File: src/drd_pkg.sv
package drd_pkg;

    localparam int MAX_CLASSES = 256;
    localparam int MAX_ROWS    = 16384;

    localparam int VAL_W   = 24;
    localparam int SCORE_W = 23;
    localparam int CLS_W   = 8;
    localparam int ROW_W   = 14;
    localparam int COORD_W = 16;
    localparam int PIX_W   = 12;
    localparam int THR_W   = 13;
    localparam int NCLS_W  = 9;
    localparam int SCALE_W = 24;
    localparam int CFG_IDX_W  = 3;
    localparam int CFG_DATA_W = 24;

    // element counter must hold the four box slots plus every class slot
    localparam int CNT_W = $clog2(MAX_CLASSES + 4);

    // doubled corner minus shifted offset, Q.13
    localparam int EDGE_W = 27;
    localparam int PROD_W = EDGE_W + SCALE_W + 1;

    typedef enum logic [CFG_IDX_W-1:0] {
        CFG_CONF_THR   = 3'd0,
        CFG_NUM_CLS    = 3'd1,
        CFG_INV_SCALE  = 3'd2,
        CFG_OFFSET_X   = 3'd3,
        CFG_OFFSET_Y   = 3'd4,
        CFG_IMG_WIDTH  = 3'd5,
        CFG_IMG_HEIGHT = 3'd6
    } t_cfg_idx;

    typedef struct packed {
        logic [THR_W-1:0]   conf_threshold;
        logic [NCLS_W-1:0]  num_classes;
        logic [SCALE_W-1:0] inv_scale;
        logic [COORD_W-1:0] offset_x;
        logic [COORD_W-1:0] offset_y;
        logic [PIX_W-1:0]   image_width;
        logic [PIX_W-1:0]   image_height;
    } t_cfg;

    typedef struct packed {
        logic [ROW_W-1:0]   row_index;
        logic [CLS_W-1:0]   class_id;
        logic [SCORE_W-1:0] score;
    } t_det_meta;

    // edge order: left, top, right, bottom
    typedef struct packed {
        t_det_meta                 meta;
        logic signed [EDGE_W-1:0]  x1;
        logic signed [EDGE_W-1:0]  y1;
        logic signed [EDGE_W-1:0]  x2;
        logic signed [EDGE_W-1:0]  y2;
    } t_edge_beat;

endpackage

File: src/drd_cfg_regs.sv
module drd_cfg_regs (
    input  logic                           i_clk,
    input  logic                           i_rst_n,
    input  logic                           i_cfg_we,
    input  logic [drd_pkg::CFG_IDX_W-1:0]  i_cfg_index,
    input  logic [drd_pkg::CFG_DATA_W-1:0] i_cfg_data,
    output drd_pkg::t_cfg                  o_cfg
);
    import drd_pkg::*;

    t_cfg r_cfg;

    always_ff @(posedge i_clk) begin
        if (!i_rst_n) begin
            r_cfg.conf_threshold <= THR_W'(1024);
            r_cfg.num_classes    <= NCLS_W'(80);
            r_cfg.inv_scale      <= SCALE_W'(65536);
            r_cfg.offset_x       <= '0;
            r_cfg.offset_y       <= '0;
            r_cfg.image_width    <= PIX_W'(640);
            r_cfg.image_height   <= PIX_W'(640);
        end else if (i_cfg_we) begin
            case (t_cfg_idx'(i_cfg_index))
                CFG_CONF_THR:   r_cfg.conf_threshold <= i_cfg_data[THR_W-1:0];
                CFG_NUM_CLS:    r_cfg.num_classes    <= i_cfg_data[NCLS_W-1:0];
                CFG_INV_SCALE:  r_cfg.inv_scale      <= i_cfg_data[SCALE_W-1:0];
                CFG_OFFSET_X:   r_cfg.offset_x       <= i_cfg_data[COORD_W-1:0];
                CFG_OFFSET_Y:   r_cfg.offset_y       <= i_cfg_data[COORD_W-1:0];
                CFG_IMG_WIDTH:  r_cfg.image_width    <= i_cfg_data[PIX_W-1:0];
                CFG_IMG_HEIGHT: r_cfg.image_height   <= i_cfg_data[PIX_W-1:0];
                default: ;
            endcase
        end
    end

    assign o_cfg = r_cfg;

endmodule

File: config.mk
export PLATFORM = sky130hd
export DESIGN_NAME = drd_cfg_regs
export DESIGN_NICKNAME = d
export VERILOG_FILES = /design/src/drd_pkg.sv /design/src/drd_cfg_regs.sv
export SDC_FILE = /design/constraint.sdc
export NUM_CORES = 1
export LEC_CHECK = 0
export BUFFER_PORTS_ARGS = -buffer_cell sky130_fd_sc_hd__buf_2
export CAP_MARGIN = 20
export CELL_PAD_IN_SITES_DETAIL_PLACEMENT = 0
export CELL_PAD_IN_SITES_GLOBAL_PLACEMENT = 1
export CORE_MARGIN = 5
export CORE_UTILIZATION = 40
export DETAILED_ROUTE_END_ITERATION = 12
export PLACE_DENSITY_LB_ADDON = 0.1
export SYNTH_ARGS = -nofsm -noshare
export SYNTH_HDL_FRONTEND = slang
export SYNTH_SLANG_ARGS = --single-unit
File: constraint.sdc
create_clock -name i_clk -period 3.2 [get_ports i_clk]
set_clock_uncertainty 0.05 [all_clocks]
set_input_delay 0.96 -clock i_clk [delete_from_list [all_inputs] [get_ports i_clk]]
set_output_delay 0.96 -clock i_clk [all_outputs]
set_load 0.02 [all_outputs]
==> run metrics, run 1 <==
maximum capacitance violations 0; CP max stage delay 0.89 ns; Detail Route Antenna Nets 0; cell chain of the critical path buf_2 > or4b_1 > mux2i_1; Routed WL per cell 15.5 um; mux contribution to synthesized area 0.268; first-pass GRT wire length 14800 um; Max FO, Critical Path 13; Overflow after GRT 0; outcome finished clean; Chip Height 108 um; Initial Utilization 0.410; # DRC 0; hold bufs inserted after CTS 0; Clock Pin Slew Worst Setup and Hold Paths 0.09 ns; vias in the first global route 2818; critical path class input pin to flop; Site Rows 35; layout cell share with drive strength beyond 1 0.317; CTS Root Cell clkbuf_8; Detailed Route WL 9710 um; post-synthesis xor/xnor area fraction 0; Post-Synth Simple-Gate Area 0.159; largest net degree at the start of global routing 57; worst endpoint required time 3.43 ns; port buffer count 131; Netlist Area Pre-Place 3810 um^2; Mean Syn Cell Area 10.3 um^2; setup tns final 0 ns; I/O pin total 132; Final Slew Violations 0; register area share after synthesis 0.536; via count 2908; RD Place Congestion 0.720; Fin. Hold Viols 0; Mapped Cells 370; R2R Path Start o_cfg[94]; initial antenna violation count 0; largest family of logic cells by synthesized area multiplexers; Distinct cells, synth 15; min Tclk post-route 2.09 ns; worst endpoint data arrival time 2.32 ns; FF/Latch Area 2040 um^2; fin crit share 0.653; startpoint types input pin; Hold Path Origin o_cfg[27]; Slew @ Worst Pin 0.781 ns; area of the multi-input gates 1640 um^2; Syn-to-layout area delta 25.1%; Min-Delay Path Class flop to flop; Fmax 479 MHz; Fillers 941; Post-CTS Setup Bufs 0; CP max-delay cell or4b_1; core area 9280 um^2; crit path from i_cfg_index[1]; vias per cell 4.63; IR Drop Worst-Case VDD 0.000191 V; Clock Sinks 102; Total Routing Usage GR 0.167; Die X 108 um; PostCTS Resize Cnt 0; Longest Clk Path Bufs 2; leakage 0.00250 uW; RSZ-0062 raised after global routing no; Pwr Density 482 nW/um^2; max reg flops 102; drt first pass iters 6; synthesized flop and latch total 102; post-DP HPWL 6930 um; compound-cell area share of the yosys netlist 0; DR iter-0 viols 66; ant diodes 0; die area 11600 um^2; crit path capture type flop; clk_lat worst skew 0.35 ns; post-synthesis adder-cell area fraction 0; TritonCTS Buffers 9; CTS H-tree lvls 3; CTS tree yes; Slew HR 0.479; Util after Layout 0.513; Final setup viols 0; nets 524; warnings from Yosys 0; Synthesized Nets 400
## cell type report
cell class	count	share of cell area
clock buffers	11	0.0318
clock inverters	5	0.00893
multi-input cells	241	0.345
flip-flops and latches	102	0.428
well taps	129	0.0339
repair buffers	140	0.152
## cells by family after synthesis
logic type             after synthesis
AND/OR/NAND/NOR                    139
multiplexers                       102
flip-flops                         102
buffers and inverters               27
## cell usage after synthesis
master | number | area (um^2)
nand4bb_1 | 1 | 11.3
buf_12 | 1 | 20.0
and4b_1 | 1 | 10.0
buf_2 | 11 | 55.1
nor2b_1 | 14 | 87.6
mux2i_1 | 102 | 1020
or4b_1 | 1 | 10.0
nand2_1 | 117 | 439
nor4bb_1 | 1 | 10.0
nand4b_1 | 3 | 26.3
dfxtp_1 | 102 | 2040
buf_6 | 1 | 11.3
clkbuf_1 | 13 | 48.8
buf_1 | 1 | 3.75
and4bb_2 | 1 | 12.5
## path summary, 6_finish.rpt
check	to	cells past startpoint	slack [ns]
max	o_cfg[94]	3	1.11
min	o_cfg[27]	2	0.41
max reg2reg	o_cfg[94]	2	2.47
min reg2reg	o_cfg[27]	2	0.41
## layer usage
metal / vias to the layer above / track usage / share of wire
met3: 10 / 0.0534 / 0.067
li1: 1463 / - / -
met4: 0 / 0.0595 / 0.015
met2: 74 / 0.274 / 0.47
met1: 1361 / 0.205 / 0.45
met5: - / 0 / 0
## power by group
part           internal (uW)  total [uW]  switching (uW)
registers               1300        1310            14.2
logic                   73.0         203             130
clock network            333         783             450
total                   1700        2300             594
## placed cells by master, fill, tap and decap left out, types with 3 or more instances in the layout
master,Yosys,layout
clkinv_4,0,3
nand4b_1,3,3
buf_2,11,130
clkbuf_8,0,11
nand2_1,117,117
dfxtp_1,102,102
mux2i_1,102,102
nor2b_1,14,14
buf_4,0,10
## worst max-delay path: cells and delay by family
family	cells	cell delay [ns]
mux	1	0.31
buf+inv	1	0.15
simple gates	1	0.89
## per-stage QoR
stage	setup slack (ns)	std cells	power, uW	instance area (um^2)	hold WS (ns)
after floorplan	1.15	370	1470	3810	0.483
after global placement	0.787	612	1540	4570	0.391
after detailed placement	0.755	612	1550	4570	0.393
after CTS	1.12	628	2330	4770	0.413
after global routing	1.07	628	2390	4770	0.430
final	1.11	628	2300	4770	0.407
Power figures use the tool's default switching activity.
==> run 2: changes to the inputs <==
--- a/config.mk
+++ b/config.mk
@@ -5,12 +5,13 @@
 export SDC_FILE = /design/constraint.sdc
 export NUM_CORES = 1
 export LEC_CHECK = 0
+export ABC_AREA = 1
 export BUFFER_PORTS_ARGS = -buffer_cell sky130_fd_sc_hd__buf_2
 export CAP_MARGIN = 20
 export CELL_PAD_IN_SITES_DETAIL_PLACEMENT = 0
 export CELL_PAD_IN_SITES_GLOBAL_PLACEMENT = 1
 export CORE_MARGIN = 5
-export CORE_UTILIZATION = 40
+export CORE_UTILIZATION = 32
 export DETAILED_ROUTE_END_ITERATION = 12
 export PLACE_DENSITY_LB_ADDON = 0.1
 export SYNTH_ARGS = -nofsm -noshare
==> constraint.sdc (replaced) <==
create_clock -name i_clk -period 1.85 [get_ports i_clk]
set_clock_uncertainty 0.05 [all_clocks]
set_input_delay 0.555 -clock i_clk [delete_from_list [all_inputs] [get_ports i_clk]]
set_output_delay 0.555 -clock i_clk [all_outputs]
set_load 0.02 [all_outputs]
==> run 2 against run 1 <==
Net effect:
- area after synthesis rose by 8.4%
- clock-buffer cell count unchanged
- sequential power rose by 76%
- hold slack worse by 0.048 ns
==> run metrics, run 2 <==
outcome finished clean; Clock Pin Slew Worst Setup and Hold Paths 0.07 ns (-0.02 ns); worst endpoint data arrival time 0.91 ns (-1.41 ns); RSZ-0062 raised after global routing no; CP delay by family, top flip-flops; TritonCTS Buffers 9 (unchanged); max reg flops 102 (unchanged); fin crit share 0.818; Distinct cells, synth 14 (-1); via count 3964 (+36%); die area 15300 um^2 (+32%); Site Rows 41 (+17%); DR iter-0 viols 259 (+290%); ant diodes 0 (unchanged); critical path class flop to output pin; warnings from Yosys 0 (unchanged); Mapped Cells 589 (+59%); Slew @ Worst Pin 0.494 ns (-0.288 ns); setup tns final 0 ns (unchanged); CTS Root Cell clkbuf_16; Longest Clk Path Bufs 2 (unchanged); top post-synthesis cells by area dfxtp_1, nor2_1, nand3_1; most frequent cell after synthesis nor2_1; Max FO, Critical Path 2 (-11); Fillers 1421 (+51%); Synth async-reset ratio 0 (unchanged); hold bufs inserted after CTS 0 (unchanged); vias per cell 4.48 (-3.3%); Detailed Route WL 13200 um (+36%); Crit path buffers/inverters 1 (unchanged); Final setup viols 0 (unchanged); Fin. Hold Viols 0 (unchanged); Die X 124 um (+15%); worst slack, placed 0.225 ns (-0.530 ns); Fmax 661 MHz; Netlist Area Pre-Place 4130 um^2 (+8.4%); top cell type's share of synthesized area 0.494 (-0.0417); Synthesized Nets 619 (+55%); Final Slew Violations 0 (unchanged); worst endpoint required time 1.24 ns (-2.19 ns); Detail Route Antenna Nets 0 (unchanged); Util after Layout 0.418 (-0.0950); Routed WL per cell 14.9 um (-3.8%); core area 12600 um^2 (+36%); Syn-to-layout area delta 27.8%; Worst Slack Setup Final 0.337 ns (-0.773 ns); top cell type by total area after synthesis dfxtp_1; most instantiated cells after synthesis nor2_1, nand2_1, dfxtp_1, nand3_1, inv_1; RD Place Congestion 0.743 (+3.2%); Initial Utilization 0.327 (-0.0830); Critical R2R Capture o_cfg[49]; Hold Path End o_cfg[72]; Overflow after GRT 0 (unchanged); Mean Syn Cell Area 7.01 um^2 (-32%); Post-synth top flop dfxtp_1; Total Routing Usage GR 0.178 (+0.0109); Chip Height 124 um (+15%); leakage 0.00261 uW (+4.1%); Min-Delay Path Class input pin to flop; area of the multi-input gates 1770 um^2 (+7.7%); Worst R2R Path Depth 2 (unchanged); PostCTS Resize Cnt 0 (unchanged); Clock Sinks 102 (unchanged); startpoint types flop; min Tclk post-route 1.51 ns; initial antenna violation count 0 (unchanged); drt first pass iters 5 (-1); Slew HR 0.670 (+0.191); Post-CTS Setup Bufs 0 (unchanged); CP max stage delay 0.38 ns (-0.51 ns); # DRC 0 (unchanged); clk_lat worst skew 0.34 ns (about the same); CTS H-tree lvls 3 (unchanged); port buffer count 131 (unchanged); r2r setup slk 1.21 ns (-1.26 ns); CTS tree yes; total power 4920 uW (+110%); Pwr Density 933 nW/um^2 (+94%); nets 739 (+41%); cell chain of the critical path buf_2; most frequent cells in the layout nor2_1, buf_2, nand2_1; crit path capture type output pin; Post-synth EDFFs 0 (unchanged); I/O pin total 132 (unchanged); largest net degree at the start of global routing 50 (-12%); FF/Latch Area 2040 um^2 (unchanged); CP max-delay cell dfxtp_1; layout cell share with drive strength beyond 1 0.241 (-0.0754); first-pass GRT wire length 20500 um (+38%); IR Drop Worst-Case VDD 0.000389 V (+100%); vias in the first global route 3784 (+34%); register area share after synthesis 0.494 (-0.0417); worst hold margin 0.360 ns (-0.0476 ns); maximum capacitance violations 0 (unchanged); synthesized flop and latch total 102 (unchanged); R2R Path Start o_cfg[49]; Hold Path Origin i_cfg_data[16]; hold depth 3 (+1); post-DP HPWL 9010 um (+30%); leading cell type in the layout, fill and taps excluded nor2_1
[run 2: changes by cell type in the layout (fill, tap and decap cells not counted), sizes merged, moves of 5 or more]
cell and delta:
buf +5, nand3 +102, inv +28, nor2 +199, nor2b -14, mux2i -102
[run 2: final cells by class]
type	instances	area share
inverter	29	0.0206
clock inverter	4	0.0137
tap	172	0.0408
sequential	102	0.387
clock buffer	11	0.0441
timing repair buffer	145	0.159
multi-input combinational	422	0.335
[run 2: per-stage QoR]
step	cell area, um^2	cells
2_1_floorplan	4130	589
3_3_place_gp	4970	870
3_5_place_dp	4970	870
4_1_cts	5280	885
5_1_grt	5280	885
6_report	5280	885
[run 2: layer usage]
| metal | up-vias | global-route usage | routed length (um) |
|---|---|---|---|
| met4 | 0 | 0.0657 | 129 |
| li1 | 2056 | - | - |
| met1 | 1790 | 0.238 | 6010 |
| met5 | - | 0 | 0 |
| met3 | 6 | 0.0413 | 934 |
| met2 | 112 | 0.281 | 6090 |
[run 2: kinds of logic after synthesis]
logic type,Yosys count,share of synthesized area
buffers and inverters,65,0.0791
DFF,102,0.494
and+or+nand+nor,422,0.427
[run 2: how the worst max path moves through the flow]
stage	from	endpoint	slack [ns]	cells after the start
2_1_floorplan	i_cfg_we	o_cfg[60]	0.49	6
3_3_place_gp	i_cfg_index[2]	o_cfg[85]	0.24	6
5_1_grt	o_cfg[49]	o_cfg[49]	0.30	1
3_5_place_dp	i_cfg_index[0]	o_cfg[86]	0.23	6
6_report	o_cfg[11]	o_cfg[11]	0.34	1
4_1_cts	o_cfg[79]	o_cfg[79]	0.33	1
[run 2: power breakdown]
part	leakage [uW]	switching (uW)	internal, uW
Clock	0.000146	817	1180
Combinational	0.00163	416	199
Sequential	0.000829	40.5	2270
Total	0.00261	1270	3650
