$ cat src/drd_pkg.sv
package drd_pkg;

    localparam int MAX_CLASSES = 256;
    localparam int MAX_ROWS    = 16384;

    localparam int VAL_W   = 24;
    localparam int SCORE_W = 23;
    localparam int CLS_W   = 8;
    localparam int ROW_W   = 14;
    localparam int COORD_W = 16;
    localparam int PIX_W   = 12;
    localparam int THR_W   = 13;
    localparam int NCLS_W  = 9;
    localparam int SCALE_W = 24;
    localparam int CFG_IDX_W  = 3;
    localparam int CFG_DATA_W = 24;

    // element counter must hold the four box slots plus every class slot
    localparam int CNT_W = $clog2(MAX_CLASSES + 4);

    // doubled corner minus shifted offset, Q.13
    localparam int EDGE_W = 27;
    localparam int PROD_W = EDGE_W + SCALE_W + 1;

    typedef enum logic [CFG_IDX_W-1:0] {
        CFG_CONF_THR   = 3'd0,
        CFG_NUM_CLS    = 3'd1,
        CFG_INV_SCALE  = 3'd2,
        CFG_OFFSET_X   = 3'd3,
        CFG_OFFSET_Y   = 3'd4,
        CFG_IMG_WIDTH  = 3'd5,
        CFG_IMG_HEIGHT = 3'd6
    } t_cfg_idx;

    typedef struct packed {
        logic [THR_W-1:0]   conf_threshold;
        logic [NCLS_W-1:0]  num_classes;
        logic [SCALE_W-1:0] inv_scale;
        logic [COORD_W-1:0] offset_x;
        logic [COORD_W-1:0] offset_y;
        logic [PIX_W-1:0]   image_width;
        logic [PIX_W-1:0]   image_height;
    } t_cfg;

    typedef struct packed {
        logic [ROW_W-1:0]   row_index;
        logic [CLS_W-1:0]   class_id;
        logic [SCORE_W-1:0] score;
    } t_det_meta;

    // edge order: left, top, right, bottom
    typedef struct packed {
        t_det_meta                 meta;
        logic signed [EDGE_W-1:0]  x1;
        logic signed [EDGE_W-1:0]  y1;
        logic signed [EDGE_W-1:0]  x2;
        logic signed [EDGE_W-1:0]  y2;
    } t_edge_beat;

endpackage

$ cat src/drd_row_track.sv
module drd_row_track (
    input  logic                              i_clk,
    input  logic                              i_rst_n,
    input  drd_pkg::t_cfg                     i_cfg,
    input  logic                              i_in_valid,
    output logic                              o_in_ready,
    input  logic signed [drd_pkg::VAL_W-1:0]  i_value,
    input  logic                              i_frame_end,
    output logic                              o_s1_valid,
    input  logic                              i_s1_ready,
    output drd_pkg::t_edge_beat               o_s1
);
    import drd_pkg::*;

    logic [CNT_W-1:0]          r_elem, n_elem;
    logic [ROW_W-1:0]          r_row, n_row;
    logic [SCORE_W-1:0]        r_best, n_best;
    logic [CLS_W-1:0]          r_cls, n_cls;
    logic signed [VAL_W-1:0]   r_box [4];
    logic                      r_s1_valid;
    t_edge_beat                r_s1, n_s1;

    logic                      acc;
    logic                      box_phase;
    logic                      upd;
    logic                      row_last;
    logic                      emit;
    logic [CNT_W-1:0]          n_eff;
    logic [CNT_W-1:0]          last_idx;
    logic [SCORE_W-1:0]        best_now;
    logic [CLS_W-1:0]          cls_now;
    logic signed [EDGE_W-1:0]  cx2, cy2, w_ext, h_ext, offx, offy;

    assign o_in_ready = !r_s1_valid || i_s1_ready;
    assign acc        = i_in_valid && o_in_ready;

    always_comb begin
        if (i_cfg.num_classes == '0) begin
            n_eff = CNT_W'(1);
        end else if (32'(i_cfg.num_classes) > 32'(MAX_CLASSES)) begin
            n_eff = CNT_W'(MAX_CLASSES);
        end else begin
            n_eff = CNT_W'(i_cfg.num_classes);
        end
    end

    assign last_idx  = CNT_W'(3) + n_eff;
    assign box_phase = r_elem < CNT_W'(4);
    // positive score that beats the current best; ties keep the earlier class
    assign upd       = !i_value[VAL_W-1] && (i_value[SCORE_W-1:0] > r_best);
    assign best_now  = upd ? i_value[SCORE_W-1:0] : r_best;
    assign cls_now   = upd ? CLS_W'(r_elem - CNT_W'(4)) : r_cls;
    assign row_last  = !box_phase && (r_elem >= last_idx);
    assign emit      = row_last && (best_now >= SCORE_W'(i_cfg.conf_threshold));

    assign cx2   = {{2{r_box[0][VAL_W-1]}}, r_box[0], 1'b0};
    assign cy2   = {{2{r_box[1][VAL_W-1]}}, r_box[1], 1'b0};
    assign w_ext = {{3{r_box[2][VAL_W-1]}}, r_box[2]};
    assign h_ext = {{3{r_box[3][VAL_W-1]}}, r_box[3]};
    assign offx  = {2'b00, i_cfg.offset_x, 9'd0};
    assign offy  = {2'b00, i_cfg.offset_y, 9'd0};

    always_comb begin
        n_s1.meta.row_index = r_row;
        n_s1.meta.class_id  = cls_now;
        n_s1.meta.score     = best_now;
        n_s1.x1 = cx2 - w_ext - offx;
        n_s1.y1 = cy2 - h_ext - offy;
        n_s1.x2 = cx2 + w_ext - offx;
        n_s1.y2 = cy2 + h_ext - offy;
    end

    always_comb begin
        n_elem = r_elem;
        n_row  = r_row;
        n_best = r_best;
        n_cls  = r_cls;
        if (box_phase) begin
            n_elem = r_elem + CNT_W'(1);
        end else if (row_last) begin
            n_elem = '0;
            n_best = '0;
            n_cls  = '0;
            n_row  = (r_row == ROW_W'(MAX_ROWS - 1)) ? '0 : r_row + ROW_W'(1);
        end else begin
            n_elem = r_elem + CNT_W'(1);
            n_best = best_now;
            n_cls  = cls_now;
        end
        if (i_frame_end) begin
            n_elem = '0;
            n_best = '0;
            n_cls  = '0;
            n_row  = '0;
        end
    end

    always_ff @(posedge i_clk) begin
        if (!i_rst_n) begin
            r_elem     <= '0;
            r_row      <= '0;
            r_best     <= '0;
            r_cls      <= '0;
            r_s1_valid <= 1'b0;
        end else begin
            if (acc) begin
                r_elem <= n_elem;
                r_row  <= n_row;
                r_best <= n_best;
                r_cls  <= n_cls;
            end
            if (o_in_ready) begin
                r_s1_valid <= acc && emit;
            end
        end
    end

    always_ff @(posedge i_clk) begin
        if (acc && box_phase) begin
            r_box[r_elem[1:0]] <= i_value;
        end
        if (acc && emit) begin
            r_s1 <= n_s1;
        end
    end

    assign o_s1_valid = r_s1_valid;
    assign o_s1       = r_s1;

    a_elem_bound: assert property (@(posedge i_clk) disable iff (!i_rst_n)
        r_elem <= CNT_W'(MAX_CLASSES + 3))
        else $error("element counter past the longest row");

    a_frame_clear: assert property (@(posedge i_clk) disable iff (!i_rst_n)
        (acc && i_frame_end) |=> (r_elem == '0 && r_row == '0 && r_best == '0))
        else $error("frame end did not clear row state");

    a_s1_hold: assert property (@(posedge i_clk) disable iff (!i_rst_n)
        (r_s1_valid && !i_s1_ready) |=> (r_s1_valid && $stable(r_s1)))
        else $error("stalled edge beat changed");

    a_no_emit_in_box: assert property (@(posedge i_clk) disable iff (!i_rst_n)
        (acc && box_phase) |=> !r_s1_valid || $past(r_s1_valid))
        else $error("box element raised a detection");

endmodule

$ cat config.mk
export PLATFORM = sky130hd
export DESIGN_NAME = drd_row_track
export DESIGN_NICKNAME = d
export VERILOG_FILES = /design/src/drd_pkg.sv /design/src/drd_row_track.sv
export SDC_FILE = /design/constraint.sdc
export NUM_CORES = 1
export LEC_CHECK = 0
export BUFFER_PORTS_ARGS = -buffer_cell sky130_fd_sc_hd__buf_2
export CORE_ASPECT_RATIO = 0.5
export CORE_MARGIN = 2
export CORE_UTILIZATION = 41
export CTS_CLUSTER_DIAMETER = 120
export DETAILED_ROUTE_END_ITERATION = 10
export SLEW_MARGIN = 5
export SYNTH_ARGS = -nofsm -noshare
export SYNTH_HDL_FRONTEND = slang
export SYNTH_SLANG_ARGS = --single-unit
$ cat constraint.sdc
create_clock -name i_clk -period 41.5 [get_ports i_clk]
set_input_delay 8.3 -clock i_clk [delete_from_list [all_inputs] [get_ports i_clk]]
set_output_delay 8.3 -clock i_clk [all_outputs]
set_load 0.1 [all_outputs]
==> qor.csv, run 1 <==
metric,value,unit
die area,48370,um2
cell count after placement,2581,
"Min Clock Period, post-route",17.28,ns
IO Count,286,
largest family of logic cells by synthesized area,adder cells,
Starting Density,41.87,%
vias per cell,4.967,
met2 WL,21.02,mm
Post-synth ARST share,0,%
Critical Path AT,8.98,ns
global-route wire length before repair,68.10,mm
ANT nets after route,0,
RSZ-0062 raised after global routing,false,
clk root buf,clkbuf_16,
Post-synth EDFFs,249,
Post-synth top cells,"300 x inv_1, 249 x edfxtp_1, 187 x ha_1, 90 x nor2_1, 81 x a21oi_1",
Synth Area in Simple Gates,10.54,%
clock sink count,304,
htree depth,1,
fin nets,2373,
total CTS buffers,29,
share of cells above drive strength 1,17.45,%
vias in the first global route,12790,
worst clock skew,0.02696,ns
Synthesized Nets,2114,
Worst Setup Start Kind,primary input,
"area leader, netlist",edfxtp_1,
Max rail drop VDD,0.00002788,V
vias,13080,
worst reg2reg path startpoint,r_best[22],
peak fanout along the critical path,4,
Max stage delay on crit path,0.45,ns
reg2reg path depth,17,
Max Transition Viols Final,0,
average routed wire per standard cell,16.63,um
Post-Syn Area,19070,um2
Final Hold Viols,0,
status,"finished, final reports clean",
total iterations of the first detailed-routing run,5,
achievable frequency,57.87,MHz
post-synthesis compound-gate area fraction,12.31,%
largest net degree at the start of global routing,64,
pwr/cell area,33.55,nW/um2
n_diodes,0,
sequential-to-total area share from yosys stat,44.97,%
initial DRC count,853,
Worst Setup SP,i_s1_ready,
clock-pin slew on the worst setup and hold paths,0.07,ns
top-count cell post-synth,inv_1,
met3 wire length,1.478,mm
CTS tree,yes,
Adder-Cell Fraction of Synth Area,19.61,%
Critical Path Most Common Cell,buf_2,
core area,45560,um2
Worst-Margin Slew,1.012,ns
Syn Area/Cell,11.05,um2
CTS resizes,0,
"non-filler cells, final",2633,
Detailed Place HPWL,34.06,mm
Remaining DRCs,0,
clock latency on the worst-skew pair,0.57,ns
clock tree buffer depth,3,
Slew headroom,32.53,%
GP Congestion,0.8863,
total gr overflow,0,
min-delay worst type,flop to flop,
reg2reg setup slack,35.87,ns
met1 wire length,20.55,mm
Post CTS Setup Buffer Count,0,
"Req. time, crit path",33.20,ns
xor/xnor cell area share of the yosys netlist,4.316,%
top post-synthesis cells by area,"edfxtp_1 39%, ha_1 12%, fa_1 7.3%",
period utilization,41.64,%
crit-path cells,buf_2 > nand2b_1 > buf_2,
Layout Area Growth over Synthesis,15.21,%
top sig layer,met4,
crit path to,o_in_ready,
WL final,43.80,mm
register bit total from synthesis,304,
Die Y,156.5,um
post-synthesis mux area share,1.863,%
reg2reg end,o_s1[16],
hold buffer count at cts,0,
# setup viols final,0,
setup TNS,0,ns
max_cap viols,0,
cells after synthesis,1726,
Netlist cell types,85,
top_reg_cell synth,edfxtp_1,
leakage,9.541,nW
antenna violations before repair,0,
top-area cell type share of the netlist area,39.20,%
PortBufs,237,
CP Class,primary input to output port,
die width,309.0,um
Tot GR Track Use,17.86,%
Setup crit end kind,output port,
Core Rows,55,
yosys warns,0,
"slowest stage cell, crit path",buf_2,
## cells in the final DEF (no fill, tap or decap), drive strengths merged, types with 37 or more instances in the layout
cell type,n
xnor2,55
ha,187
a21o,40
nor2,90
buf,248
nand3,39
a21oi,82
clkbuf,37
fa,70
edfxtp,249
inv,302
nand2,78
dfxtp,55
xor2,39
o21ai,62
## sequential cells by signal, summed over array words and instances (netlist names)
register	flops
r_box	96
r_row	14
r_elem	9
o_s1	153
r_best	23
o_s1_valid	1
r_cls	8
## kinds of logic (layout without fill, tap and decap cells)
logic type	count (synthesis)	count (layout)
flops	304	304
fa+ha+maj	257	257
compound gates	329	329
mux	32	32
simple gates	390	390
xor+xnor	94	94
buf+inv	320	600
## metrics by stage
step	util [%]	cell area (um2)	hold slack, ns	worst slack [ns]	total power [mW]
after floorplan	-	19070	0.4258	19.17	0.4433
after global placement	46.19	21040	0.4345	24.21	0.4776
after detailed placement	46.19	21040	0.4496	24.21	0.4787
after CTS	48.24	21980	0.4640	24.21	0.7436
after global routing	48.24	21980	0.4979	24.18	0.7709
final	48.24	21980	0.4602	24.22	0.7374
## worst min path at each step
stage | from | endpoint | slack, ns | cells after the start
after floorplan | r_cls[2] | r_cls[2] | 0.43 | 2
final | r_cls[2] | r_cls[2] | 0.46 | 2
after CTS | r_cls[3] | r_cls[3] | 0.46 | 2
after detailed placement | r_cls[3] | r_cls[3] | 0.45 | 2
after global routing | r_cls[2] | r_cls[2] | 0.50 | 2
after global placement | r_cls[2] | r_cls[2] | 0.43 | 2
## per-layer routing
metal,up-vias,GRT usage [%]
li1,6586,-
met1,6222,24.32
met2,213,30.75
met3,56,2.262
met4,0,3.514
met5,-,0
## power by group
group	leakage, nW	internal (mW)	switching [mW]
registers	2.74	0.338	0.00111
clock network	0.458	0.148	0.116
logic	6.34	0.0552	0.0786
total	9.54	0.541	0.196
## critical path, delay by kind of cell
family / cells / cell delay, ns
simple gates: 1 / 0.16
buf+inv: 2 / 0.52
## cell type report
type / instances / area, um2
Clock buffer: 37 / 797.0
Clock inverter: 15 / 135.1
Fill cell: 4243 / 23580
Inverter: 300 / 1126
Multi-Input combinational cell: 1102 / 9286
Sequential cell: 304 / 8578
Tap cell: 627 / 784.5
Timing Repair Buffer: 248 / 1269
(Power assumes the default switching activity.)
==> run 2, diff against run 1 <==
--- a/config.mk
+++ b/config.mk
@@ -5,6 +5,7 @@
 export SDC_FILE = /design/constraint.sdc
 export NUM_CORES = 1
 export LEC_CHECK = 0
+export ABC_AREA = 1
 export BUFFER_PORTS_ARGS = -buffer_cell sky130_fd_sc_hd__buf_2
 export CORE_ASPECT_RATIO = 0.5
 export CORE_MARGIN = 2
==> constraint.sdc (replaced) <==
create_clock -name i_clk -period 16.4 [get_ports i_clk]
set_input_delay 3.28 -clock i_clk [delete_from_list [all_inputs] [get_ports i_clk]]
set_output_delay 3.28 -clock i_clk [all_outputs]
set_load 0.1 [all_outputs]
==> qor.csv, run 2 <==
metric,value,unit,change
hold buffer count at cts,0,,unchanged
top post-synthesis cells by area,"edfxtp_1 39%, ha_1 12%, fa_1 7.3%",,
die area,48430,um2,+0.12%
Synth Area in Simple Gates,12.21,%,+1.7 points
combinational power share,18.6,%,+0.5 points
"slowest stage cell, crit path",buf_4,,
leakage,9.888,nW,+3.6%
Starting Density,41.92,%,+0.049 points
vias,13540,,+3.5%
CTS resizes,0,,unchanged
max reg flops,153,,unchanged
DP Worst Slack,7.751,ns,-16.46 ns
Critical Path AT,8.19,ns,-0.79 ns
pwr/cell area,92.25,nW/um2,+170%
Final WS setup,8.411,ns,-15.81 ns
post-synthesis mux area share,0,%,-1.9 points
antenna violations before repair,2,,+2
setup TNS,0,ns,unchanged
Core Rows,55,,unchanged
Max Transition Viols Final,0,,unchanged
Adder-Cell Fraction of Synth Area,19.59,%,-0.023 points
clock sink count,304,,unchanged
achievable frequency,125.2,MHz,
initial DRC count,705,,-17%
Max rail drop VDD,0.00007330,V,+160%
Netlist cell types,54,,-36%
total CTS buffers,31,,+6.9%
most frequent cells in the layout,"354 x inv_1, 296 x nand2_1, 249 x edfxtp_1",,
Worst Setup Start Kind,primary input,,
Post-synth ARST share,0,%,unchanged
# setup viols final,0,,unchanged
CP Class,primary input to flop,,
RSZ-0062 raised after global routing,false,,
min-delay worst type,flop to flop,,
core area,45560,um2,unchanged
post-synthesis compound-gate area fraction,9.906,%,-2.4 points
top_reg_cell synth,edfxtp_1,,
Post-Syn Area,19100,um2,+0.12%
Switch Pwr,0.5549,mW,+180%
cell count after placement,2786,,+7.9%
"non-filler cells, final",2846,,+8.1%
top-area cell type share of the netlist area,39.15,%,-0.046 points
Post-synth EDFFs,249,,unchanged
Layout fillers,4363,,+2.8%
sequential share of power,42.7,%,-3.3 points
status,"finished, final reports clean",,
sequential-to-total area share from yosys stat,44.92,%,-0.053 points
Syn Area/Cell,9.859,um2,-11%
"Min Clock Period, post-route",7.989,ns,
Max stage delay on crit path,0.81,ns,+0.36 ns
global-route wire length before repair,69.57,mm,+2.2%
Sw Ratio,27.14,%,+0.56 points
worst clock skew,0.01650,ns,-0.01046 ns
cells after synthesis,1937,,+12%
Setup crit end kind,flop,,
PortBufs,237,,unchanged
P_int,1.490,mW,+180%
"commonest non-fill, non-tap cell in the layout",inv_1,,
vias per cell,4.757,,-4.2%
register bit total from synthesis,304,,unchanged
crit-path cells,buf_2 > inv_1 > ha_1 > nand2_1 > nor2_1 > nand3_1 > nor2_1 > a21oi_4 > nand2_4 > nor2_1 > a21oi_2 > ha_1 > nand2_1 > o21ai_0 > nand4_1 > o211ai_1 > nand3b_1 > a21oi_1 > nor2_1 > nand2_1 > nand2_1 > inv_6 > buf_4,,
Post-synth top cells,"355 x inv_1, 296 x nand2_1, 249 x edfxtp_1, 187 x ha_1, 159 x a21oi_1",,
die width,309.2,um,about the same
total iterations of the first detailed-routing run,6,,+1
htree depth,1,,unchanged
average routed wire per standard cell,15.72,um,-5.5%
yosys warns,0,,unchanged
WL final,44.74,mm,+2.2%
peak fanout along the critical path,87,,+83
"Req. time, crit path",16.60,ns,-16.60 ns
Layout Area Growth over Synthesis,16.05,%,
CTS tree,yes,,
largest family of logic cells by synthesized area,adder cells,,
top-count cell post-synth,inv_1,,
"area leader, netlist",edfxtp_1,,
Synthesized Nets,2325,,+10%
GP Congestion,0.8946,,+0.94%
Detailed Place HPWL,35.02,mm,+2.8%
Final Hold Viols,0,,unchanged
Slew headroom,39.48,%,+7.0 points
total gr overflow,0,,unchanged
fin nets,2580,,+8.7%
clk root buf,clkbuf_16,,
clock tree buffer depth,3,,unchanged
"Core Util, Final",48.65,%,+0.41 points
IO Count,286,,unchanged
Post CTS Setup Buffer Count,0,,unchanged
clock latency on the worst-skew pair,0.58,ns,about the same
largest net degree at the start of global routing,88,,+38%
Die Y,156.6,um,about the same
Worst-Margin Slew,0.9077,ns,-0.1043 ns
xor/xnor cell area share of the yosys netlist,5.504,%,+1.2 points
max_cap viols,0,,unchanged
clock-pin slew on the worst setup and hold paths,0.06,ns,about the same
period utilization,48.72,%,
share of cells above drive strength 1,15.88,%,-1.6 points
vias in the first global route,13250,,+3.6%
Clock power frac,38.7,%,+2.8 points
ANT nets after route,0,,unchanged
Remaining DRCs,0,,unchanged
Tot GR Track Use,18.37,%,+0.51 points
run 2: logic make-up (layout without fill, tap and decap cells):
kind of cell,count (synthesis),after routing
simple gates,533,533
flops,304,304
buf+inv,388,667
other cells,0,3
xor+xnor,120,120
compound gates,335,335
fa+ha+maj,257,257
run 2: area by class of cell:
cell class              count  area [um2]  area share (%)
inverters                 367        1386           6.255
flip-flops and latches    304        8578           38.71
clock buffers              36       857.1           3.867
multi-input cells        1245        9032           40.76
diodes                      3       7.507         0.03387
well taps                 627       784.5           3.540
repair buffers            243        1231           5.555
clock inverters            21       285.3           1.287
run 2: critical path, delay by kind of cell:
family | cells | cell delay [ns]
buffers and inverters | 4 | 1.71
AND/OR/NAND/NOR | 12 | 1.53
AO/OA/AOI/OAI | 5 | 0.91
adder cells (fa/ha/maj) | 2 | 0.65
run 2: per-layer routing:
metal  global-route usage, %  routed length, um
met5                       0                  0
met4                   4.831               1061
met3                   2.533               1854
met2                   32.31              21870
met1                   23.87              19960
run 2: worst paths after layout:
kind	slack, ns	end	startpoint	depth (start not counted)
max	8.41	o_s1[41]	i_value[0]	23
min	0.48	o_s1[151]	r_row[12]	0
max reg2reg	10.96	o_s1[41]	r_best[10]	20
min reg2reg	0.48	o_s1[151]	r_row[12]	0
run 2: power by group through the flow:
stage	Sequential (mW)	Clock (mW)	Combinational, mW
finish	0.873	0.791	0.381
global route	0.874	0.838	0.433
CTS	0.873	0.807	0.381
detailed placement	0.889	0	0.379
global placement	0.889	0	0.375
floorplan	0.888	0	0.279
run 2: through the flow:
stage	cell area, um2	total power, mW	hold slack (ns)
finish	22160	2.045	0.4754
global route	22160	2.145	0.4945
CTS	22160	2.061	0.4790
detailed placement	21010	1.269	0.4609
global placement	21010	1.264	0.4610
floorplan	19100	1.167	0.4298
